**src/sv/ddm_pkg.sv**
```systemverilog
`timescale 1ns / 1ps
`default_nettype none

package ddm_pkg;

    // operand geometry, fixed by the 63-bit binary operands
    localparam int OPERAND_BITS   = 63;
    localparam int OPERAND_DIGITS = 19;

    typedef logic [3:0] t_digit;

    // bcd conversion cell operations
    typedef logic [1:0] t_bcd_op;
    localparam t_bcd_op BCD_HOLD   = 2'd0;
    localparam t_bcd_op BCD_CLEAR  = 2'd1;
    localparam t_bcd_op BCD_DABBLE = 2'd2;
    localparam t_bcd_op BCD_SHIFT  = 2'd3;

    // product cell operations
    typedef logic [1:0] t_prod_op;
    localparam t_prod_op PROD_HOLD  = 2'd0;
    localparam t_prod_op PROD_LOAD  = 2'd1;
    localparam t_prod_op PROD_MUL   = 2'd2;
    localparam t_prod_op PROD_SHIFT = 2'd3;

    typedef struct packed {
        t_prod_op op;
        t_digit   mul_digit;
    } t_prod_ctl;

    // quotient by ten for values up to 99, reciprocal multiply
    function automatic t_digit div10(input logic [6:0] value);
        logic [14:0] prod;
        prod = 15'(value) * 15'd205;
        return t_digit'(prod >> 11);
    endfunction

endpackage

`default_nettype wire

```
**src/sv/ddm_bcd_cell.sv**
```systemverilog
`timescale 1ns / 1ps
`default_nettype none

module ddm_bcd_cell (
    input  wire logic            i_clk,
    input  wire ddm_pkg::t_bcd_op i_op,
    input  wire logic            i_bit,
    input  wire ddm_pkg::t_digit i_upper,
    output logic                 o_bit,
    output ddm_pkg::t_digit      o_digit
);
    import ddm_pkg::*;

    t_digit r_digit;
    t_digit n_digit;
    t_digit adj;

    // add three before the shift when the digit would overflow past nine
    assign adj     = (r_digit >= 4'd5) ? r_digit + 4'd3 : r_digit;
    assign o_bit   = adj[3];
    assign o_digit = r_digit;

    always_comb begin
        unique case (i_op)
            BCD_CLEAR:  n_digit = '0;
            BCD_DABBLE: n_digit = {adj[2:0], i_bit};
            BCD_SHIFT:  n_digit = i_upper;
            default:    n_digit = r_digit;
        endcase
    end

    always_ff @(posedge i_clk) begin
        r_digit <= n_digit;
    end

endmodule

`default_nettype wire

```
**src/sv/ddm_prod_cell.sv**
```systemverilog
`timescale 1ns / 1ps
`default_nettype none

module ddm_prod_cell (
    input  wire logic               i_clk,
    input  wire ddm_pkg::t_prod_ctl i_ctl,
    input  wire ddm_pkg::t_digit    i_a_load,
    input  wire ddm_pkg::t_digit    i_a_lower,
    input  wire ddm_pkg::t_digit    i_p_lower,
    input  wire ddm_pkg::t_digit    i_c_lower,
    output ddm_pkg::t_digit         o_a,
    output ddm_pkg::t_digit         o_p,
    output ddm_pkg::t_digit         o_c
);
    import ddm_pkg::*;

    t_digit     r_a, r_p, r_c;
    t_digit     n_a, n_p, n_c;
    logic [7:0] mul;
    logic [6:0] sum;
    t_digit     quo;
    t_digit     rem;

    // digit product plus held digit plus carry from the lower cell, at most 99
    assign mul = 8'(r_a) * 8'(i_ctl.mul_digit);
    assign sum = 7'(mul + 8'(r_p) + 8'(i_c_lower));
    assign quo = div10(sum);
    assign rem = 4'(sum - 7'(quo) * 7'd10);

    assign o_a = r_a;
    assign o_p = r_p;
    assign o_c = r_c;

    always_comb begin
        n_a = r_a;
        n_p = r_p;
        n_c = r_c;
        unique case (i_ctl.op)
            PROD_LOAD: begin
                n_a = i_a_load;
                n_p = '0;
                n_c = '0;
            end
            PROD_MUL: begin
                n_a = i_a_lower;
                n_p = rem;
                n_c = quo;
            end
            PROD_SHIFT: begin
                n_p = i_p_lower;
            end
            default: begin
            end
        endcase
    end

    always_ff @(posedge i_clk) begin
        r_a <= n_a;
        r_p <= n_p;
        r_c <= n_c;
    end

endmodule

`default_nettype wire

```
**src/sv/decimal_digit_multiplier.sv**
```systemverilog
`timescale 1ns / 1ps
`default_nettype none

// decimal digit multiplier: takes two 63-bit binary operands and returns their
// product as decimal digits, most significant first, one digit per output item,
// with o_last_digit on the least significant digit; leading zeros are dropped
// and a zero product comes out as the single digit 0. products longer than
// PRODUCT_DIGITS wrap modulo 10^PRODUCT_DIGITS. one item is in work at a time
// and o_ready is high only while idle: the idle state takes the item, then binary
// to bcd conversion (one bit per cycle in two chains of 19 bcd cells), a load
// step, the multiply (one multiplier digit per cycle across the row of product
// cells, carries handed one cell up per cycle), a flush that settles the
// remaining carries, then the product shifted out of the top cell; output
// stalls add to this last part
module decimal_digit_multiplier #(
    parameter int PRODUCT_DIGITS = 38
) (
    input  wire logic        i_clk,
    input  wire logic        i_rst_n,
    input  wire logic        i_valid,
    output logic             o_ready,
    input  wire logic [62:0] i_multiplicand,
    input  wire logic [62:0] i_multiplier,
    output logic             o_valid,
    input  wire logic        i_ready,
    output logic [3:0]       o_digit,
    output logic             o_last_digit
);
    import ddm_pkg::*;

    localparam int REM_W = $clog2(PRODUCT_DIGITS + 1);

    localparam logic [2:0] S_IDLE  = 3'd0;
    localparam logic [2:0] S_CONV  = 3'd1;
    localparam logic [2:0] S_LOAD  = 3'd2;
    localparam logic [2:0] S_MUL   = 3'd3;
    localparam logic [2:0] S_FLUSH = 3'd4;
    localparam logic [2:0] S_EMIT  = 3'd5;

    localparam logic [5:0] CONV_LAST = 6'(OPERAND_BITS - 1);
    localparam logic [5:0] MUL_LAST  = 6'(OPERAND_DIGITS - 1);

    // control
    logic [2:0]       r_state, n_state;
    logic [5:0]       r_cnt, n_cnt;
    logic [REM_W-1:0] r_rem, n_rem;
    logic             r_started, n_started;
    logic             r_out_valid, n_out_valid;

    // payload
    logic [62:0] r_a_bin, n_a_bin;
    logic [62:0] r_b_bin, n_b_bin;
    t_digit      r_digit, n_digit;
    logic        r_last, n_last;

    // cell rows
    t_bcd_op   mcand_op, mplier_op;
    t_prod_ctl prod_ctl;
    t_digit    mcand_digit  [OPERAND_DIGITS];
    t_digit    mplier_digit [OPERAND_DIGITS];
    logic      mcand_bit    [OPERAND_DIGITS];
    logic      mplier_bit   [OPERAND_DIGITS];
    t_digit    cell_a       [PRODUCT_DIGITS];
    t_digit    cell_p       [PRODUCT_DIGITS];
    t_digit    cell_c       [PRODUCT_DIGITS];
    logic      any_carry;
    logic      slot_free;
    t_digit    top_digit;

    // double dabble chains, binary fed msb first into the lowest cell
    for (genvar k = 0; k < OPERAND_DIGITS; k++) begin : g_bcd
        ddm_bcd_cell u_mcand (
            .i_clk   (i_clk),
            .i_op    (mcand_op),
            .i_bit   ((k == 0) ? r_a_bin[62] : mcand_bit[(k == 0) ? 0 : k - 1]),
            .i_upper (4'd0),
            .o_bit   (mcand_bit[k]),
            .o_digit (mcand_digit[k])
        );
        // multiplier digits also shift down so digit zero is always next
        ddm_bcd_cell u_mplier (
            .i_clk   (i_clk),
            .i_op    (mplier_op),
            .i_bit   ((k == 0) ? r_b_bin[62] : mplier_bit[(k == 0) ? 0 : k - 1]),
            .i_upper ((k == OPERAND_DIGITS - 1) ? 4'd0
                      : mplier_digit[(k == OPERAND_DIGITS - 1) ? k : k + 1]),
            .o_bit   (mplier_bit[k]),
            .o_digit (mplier_digit[k])
        );
    end

    // product row: cell k holds product digit k, the shifted multiplicand digit
    // and the carry pending into cell k+1; the top cell's carry falls off
    for (genvar k = 0; k < PRODUCT_DIGITS; k++) begin : g_prod
        localparam int LO = (k == 0) ? 0 : k - 1;
        localparam int LD = (k < OPERAND_DIGITS) ? k : 0;
        ddm_prod_cell u_cell (
            .i_clk     (i_clk),
            .i_ctl     (prod_ctl),
            .i_a_load  ((k < OPERAND_DIGITS) ? mcand_digit[LD] : 4'd0),
            .i_a_lower ((k == 0) ? 4'd0 : cell_a[LO]),
            .i_p_lower ((k == 0) ? 4'd0 : cell_p[LO]),
            .i_c_lower ((k == 0) ? 4'd0 : cell_c[LO]),
            .o_a       (cell_a[k]),
            .o_p       (cell_p[k]),
            .o_c       (cell_c[k])
        );
    end

    always_comb begin
        any_carry = 1'b0;
        for (int k = 0; k < PRODUCT_DIGITS - 1; k++) begin
            any_carry = any_carry | (cell_c[k] != 4'd0);
        end
    end

    assign top_digit = cell_p[PRODUCT_DIGITS - 1];
    assign slot_free = !r_out_valid || i_ready;

    assign o_ready      = (r_state == S_IDLE);
    assign o_valid      = r_out_valid;
    assign o_digit      = r_digit;
    assign o_last_digit = r_last;

    always_comb begin
        n_state     = r_state;
        n_cnt       = r_cnt;
        n_rem       = r_rem;
        n_started   = r_started;
        n_out_valid = r_out_valid && !i_ready;
        n_a_bin     = r_a_bin;
        n_b_bin     = r_b_bin;
        n_digit     = r_digit;
        n_last      = r_last;
        mcand_op    = BCD_HOLD;
        mplier_op   = BCD_HOLD;
        prod_ctl    = '{op: PROD_HOLD, mul_digit: 4'd0};

        unique case (r_state)
            S_IDLE: begin
                if (i_valid) begin
                    n_a_bin   = i_multiplicand;
                    n_b_bin   = i_multiplier;
                    mcand_op  = BCD_CLEAR;
                    mplier_op = BCD_CLEAR;
                    n_cnt     = '0;
                    n_state   = S_CONV;
                end
            end
            S_CONV: begin
                mcand_op  = BCD_DABBLE;
                mplier_op = BCD_DABBLE;
                n_a_bin   = {r_a_bin[61:0], 1'b0};
                n_b_bin   = {r_b_bin[61:0], 1'b0};
                n_cnt     = r_cnt + 6'd1;
                if (r_cnt == CONV_LAST) begin
                    n_state = S_LOAD;
                end
            end
            S_LOAD: begin
                prod_ctl.op = PROD_LOAD;
                n_cnt       = '0;
                n_state     = S_MUL;
            end
            S_MUL: begin
                // add multiplicand * 10^i times multiplier digit i
                prod_ctl  = '{op: PROD_MUL, mul_digit: mplier_digit[0]};
                mplier_op = BCD_SHIFT;
                n_cnt     = r_cnt + 6'd1;
                if (r_cnt == MUL_LAST) begin
                    n_state = S_FLUSH;
                end
            end
            S_FLUSH: begin
                // ripple the pending carries until none is left
                if (any_carry) begin
                    prod_ctl = '{op: PROD_MUL, mul_digit: 4'd0};
                end else begin
                    n_rem     = REM_W'(PRODUCT_DIGITS);
                    n_started = 1'b0;
                    n_state   = S_EMIT;
                end
            end
            S_EMIT: begin
                if (!r_started && top_digit == 4'd0 && r_rem != REM_W'(1)) begin
                    // leading zero, skip it
                    prod_ctl.op = PROD_SHIFT;
                    n_rem       = r_rem - REM_W'(1);
                end else if (slot_free) begin
                    prod_ctl.op = PROD_SHIFT;
                    n_rem       = r_rem - REM_W'(1);
                    n_started   = 1'b1;
                    n_out_valid = 1'b1;
                    n_digit     = top_digit;
                    n_last      = (r_rem == REM_W'(1));
                    if (r_rem == REM_W'(1)) begin
                        n_state = S_IDLE;
                    end
                end
            end
            default: begin
                n_state = S_IDLE;
            end
        endcase
    end

    always_ff @(posedge i_clk) begin
        if (!i_rst_n) begin
            r_state     <= S_IDLE;
            r_cnt       <= '0;
            r_rem       <= '0;
            r_started   <= 1'b0;
            r_out_valid <= 1'b0;
        end else begin
            r_state     <= n_state;
            r_cnt       <= n_cnt;
            r_rem       <= n_rem;
            r_started   <= n_started;
            r_out_valid <= n_out_valid;
        end
    end

    always_ff @(posedge i_clk) begin
        r_a_bin <= n_a_bin;
        r_b_bin <= n_b_bin;
        r_digit <= n_digit;
        r_last  <= n_last;
    end

endmodule

`default_nettype wire

```
**config.mk**
```make
export PLATFORM = sky130hd
export DESIGN_NAME = decimal_digit_multiplier
export DESIGN_NICKNAME = d
export VERILOG_FILES = /design/src/sv/ddm_pkg.sv /design/src/sv/ddm_bcd_cell.sv /design/src/sv/ddm_prod_cell.sv /design/src/sv/decimal_digit_multiplier.sv
export SDC_FILE = /design/constraint.sdc
export NUM_CORES = 2
export LEC_CHECK = 0
export CAP_MARGIN = 20
export CELL_PAD_IN_SITES_DETAIL_PLACEMENT = 0
export CELL_PAD_IN_SITES_GLOBAL_PLACEMENT = 1
export CORE_ASPECT_RATIO = 1.75
export CORE_MARGIN = 2
export CORE_UTILIZATION = 54
export DETAILED_ROUTE_END_ITERATION = 8
export DONT_BUFFER_PORTS = 1
export GPL_ROUTABILITY_DRIVEN = 0
export PLACE_DENSITY = 0.93
export SYNTH_ARGS = -nofsm -noshare
export SYNTH_HDL_FRONTEND = slang
export SYNTH_SLANG_ARGS = --single-unit
```
**constraint.sdc**
```tcl
create_clock -name i_clk -period 14 [get_ports i_clk]
set_clock_uncertainty 0.2 [all_clocks]
set_input_delay 3.5 -clock i_clk [delete_from_list [all_inputs] [get_ports i_clk]]
set_output_delay 3.5 -clock i_clk [all_outputs]
set_load 0.005 [all_outputs]
```
==> summary.md <==
| Metric | Value |
|---|---|
| Status | `finished clean` |
| Num Clock Sinks | `752` |
| Skew-Pair Late Insertion Delay | `0.74 ns` |
| WP data required | `14.35 ns` |
| Max clock buf depth | `3` |
| Flop pwr share | `0.500` |
| Boundary pin count | `137` |
| R2r setup slk | `3.66 ns` |
| RR Startpoint | `r_state[0]` |
| # setup viols final | `0` |
| WL/cell | `19.3 microns` |
| Global-route wire length before repair | `324000 microns` |
| Share of the synthesized area in the top cell type | `0.261` |
| Fraction of final layout cells sized beyond drive strength 1 | `0.0477` |
| Cells after Synth | `8226` |
| Min cycle time layout | `10.34 ns` |
| Register area | `22400 sq um` |
| R2R Path End | `g_prod[23].u_cell.o_p[3]` |
| Port bufs | `0` |
| DIE HEIGHT | `537 microns` |
| Vias/cell | `5.63` |
| Net Count, Synth | `10946` |
| Final ANT Viol Nets | `0` |
| Top delay family on crit path | `adder cells` |
| Overall global routing resource usage | `0.247` |
| Layout Nets | `10880` |
| Maximum fanout along the worst path | `76` |
| Num rows | `195` |
| Int Pwr | `4.09 mW` |
| Switch share | `0.258` |
| Final hold violations | `0` |
| Ranking of synthesized cells by area | `ha_1 (26%), edfxtp_1 (25%), fa_1 (17%), inv_1 (5.3%), xnor2_1 (3.7%)` |
| Synthesized area per cell | `10.7 sq um` |
| Synth area leader | `ha_1` |
| Post-synthesis sequential area ratio | `0.255` |
| Asr flop ratio synth | `0` |
| Critical-path top delay cell | `buf_4` |
| Number of global-route vias before repair | `64833` |
| Clock-pin transition on the worst setup and hold timing paths | `0.07 ns` |
| Final setup TNS | `0 ns` |
| Layout area overhead | `5.82%` |
| Dpl hpwl | `159000 microns` |
| Clock root buffer | `clkbuf_16` |
| Worst hold path type | `reg -> reg` |
| HP Start | `r_rem[4]` |
| CTS H-Tree Depth | `3` |
| DRC errors left | `0` |
| First-pass DRT Iterations | `5` |
| Die area | `166000 sq um` |
| Critical Path End Type | `flop` |
| Num CTS Buffers | `80` |
| Fin util | `0.575` |
| Clk pwr share | `0.401` |
| Setup bufs post-CTS | `0` |
| Multi-input gate area | `60200 sq um` |
| Tightest Pin Transition | `1.18 ns` |
| Post-Route WL | `200000 microns` |
| Die W | `309 microns` |
| Sw Pwr | `1.42 mW` |
| Post-route setup slack | `3.66 ns` |
| Slew headroom | `0.207` |
| Combinational power share | `0.099` |
| Antenna violations before repair | `2` |
| CTS tree | `built` |
| Largest net degree at the start of global routing | `159` |
| Fill cells | `13415` |
| Initial DRC Count | `2573` |
| Pre-CTS setup slack | `3.86 ns` |
| Fmax achieved | `96.7 MHz` |
| Leakage | `45.7 nW` |
| Maximum vdd ir drop | `97.6 uV` |
| WS Path Type | `reg -> reg` |
| Global route overflow | `0` |
| Tcrit/Tclk final | `0.738` |
| Hold depth | `1` |
| PD cells | `59.3 nW/um^2` |
| Critical path buffers and inverters | `6` |
| Vias | `58493` |
| Total chip power | `5.51 mW` |
| RSZ-0062 raised after global routing | `false` |
| Number of library cell types mapped by synthesis | `60` |
| Initial Utilization | `0.544` |
| Hold Buf Count CTS | `0` |
| Post-synth EDFFs | `735` |
| Top FF cell, synth | `edfxtp_1` |
| Max Cap Viol | `0` |
| Yosys warns | `0` |
| Synthesized area | `87800 sq um` |
| Crit-path most repeated cell | `fa_1` |
| Crit start category | `flop` |
| WP data arrival | `10.69 ns` |
| Core Region | `162000 sq um` |
| Hold Path End | `r_rem[4]` |
| Post-CTS Resized | `0` |
| Final Max Slew Viols | `0` |
| Max incr delay on CP | `0.76 ns` |
| Yosys reg bits | `752` |
| R2R cell count | `31` |
==> Yosys cell counts, types with 39 or more instances <==
cell type,instances
a211oi_1,74
nor4_1,40
a22o_1,73
fa_1,755
ha_1,1835
nand4_1,48
edfxtp_1,735
nor2_1,330
inv_1,1250
clkbuf_1,163
a21oi_1,337
xnor2_1,368
o21ai_0,170
nand3_1,81
or2_2,39
mux2_2,161
nor3_1,80
and2_1,498
o21bai_1,48
a21o_1,79
nand2_1,630
xor2_1,164
nand2b_1,41
==> power by group through the flow <==
stage	sequential [mW]	clock [mW]	combinational, mW
2_1_floorplan	2.78	0	0.443
5_1_grt	2.77	2.32	0.626
3_5_place_dp	2.80	0	0.541
3_3_place_gp	2.79	0	0.516
4_1_cts	2.75	2.25	0.548
6_report	2.75	2.21	0.546
==> state kept, by name, indices dropped and copies added, names as in the netlist, 4 cells and up <==
register	cells
r_b_bin	63
g_bcd.u_mcand.o_digit	76
g_prod.u_cell.o_c	148
r_rem	6
g_prod.u_cell.o_p	152
g_bcd.u_mplier.o_digit	76
g_prod.u_cell.o_a	152
r_a_bin	63
r_cnt	6
o_digit	4
==> cell type report <==
cell class,count,share of cell area
Clock buffer,90,0.0222
Tap cell,2167,0.0292
Timing Repair Buffer,35,0.00342
Clock inverter,56,0.00610
Antenna cell,2,0.0000539
Multi-Input combinational cell,6040,0.647
Sequential cell,752,0.241
Inverter,1251,0.0506
==> how the worst max path moves through the flow <==
stage / start / end / slack (ns) / cells after the start
global placement: r_state[0] / g_prod[11].u_cell.o_p[3] / 4.09 / 30
detailed placement: r_state[0] / g_prod[23].u_cell.o_p[3] / 3.86 / 31
CTS: r_state[0] / g_prod[23].u_cell.o_p[3] / 3.82 / 31
floorplan: i_ready / g_prod[0].u_cell.o_a[0] / 2.82 / 4
finish: r_state[0] / g_prod[23].u_cell.o_p[3] / 3.66 / 31
global route: r_state[0] / g_prod[21].u_cell.o_p[3] / 3.16 / 31
==> metrics by stage <==
| stage | area, sq um | instances | hold slack (ns) |
|---|---|---|---|
| 6_report | 92900 | 10393 | 0.280 |
| 3_3_place_gp | 90300 | 10243 | 0.252 |
| 3_5_place_dp | 90300 | 10244 | 0.271 |
| 5_1_grt | 92900 | 10391 | 0.318 |
| 4_1_cts | 92900 | 10390 | 0.280 |
| 2_1_floorplan | 87800 | 8226 | 0.236 |
==> routing by layer <==
layer	global-route usage	routed length (microns)	up-vias	part of all wire
li1	-	-	27631	-
met2	0.482	110000	1257	0.55
met1	0.235	66600	28924	0.33
met4	0.180	16600	2	0.083
met3	0.0291	6970	679	0.035
met5	0	14	-	0.000070
==> cell usage in the layout, fill, tap and decap left out, types with 164 or more instances in the layout <==
cell	netlist	final
a21oi_1	337	337
ha_1	1835	1831
inv_1	1250	1247
edfxtp_1	735	735
o21ai_0	170	168
and2_1	498	497
xnor2_1	368	368
xor2_1	164	164
fa_1	755	755
nand2_1	630	629
nor2_1	330	327
==> cell families (layout without fill, tap and decap cells) <==
kind of cell	Yosys count	in the layout	synth area share
flops	752	752	0.255
other cells	0	2	0
mux	174	174	0.0221
compound gates	899	899	0.0661
xor+xnor	568	568	0.0623
simple gates	1809	1809	0.0994
buf+inv	1434	1432	0.0614
fa+ha+maj	2590	2590	0.434
No activity file was read; power rests on OpenSTA's default activity.
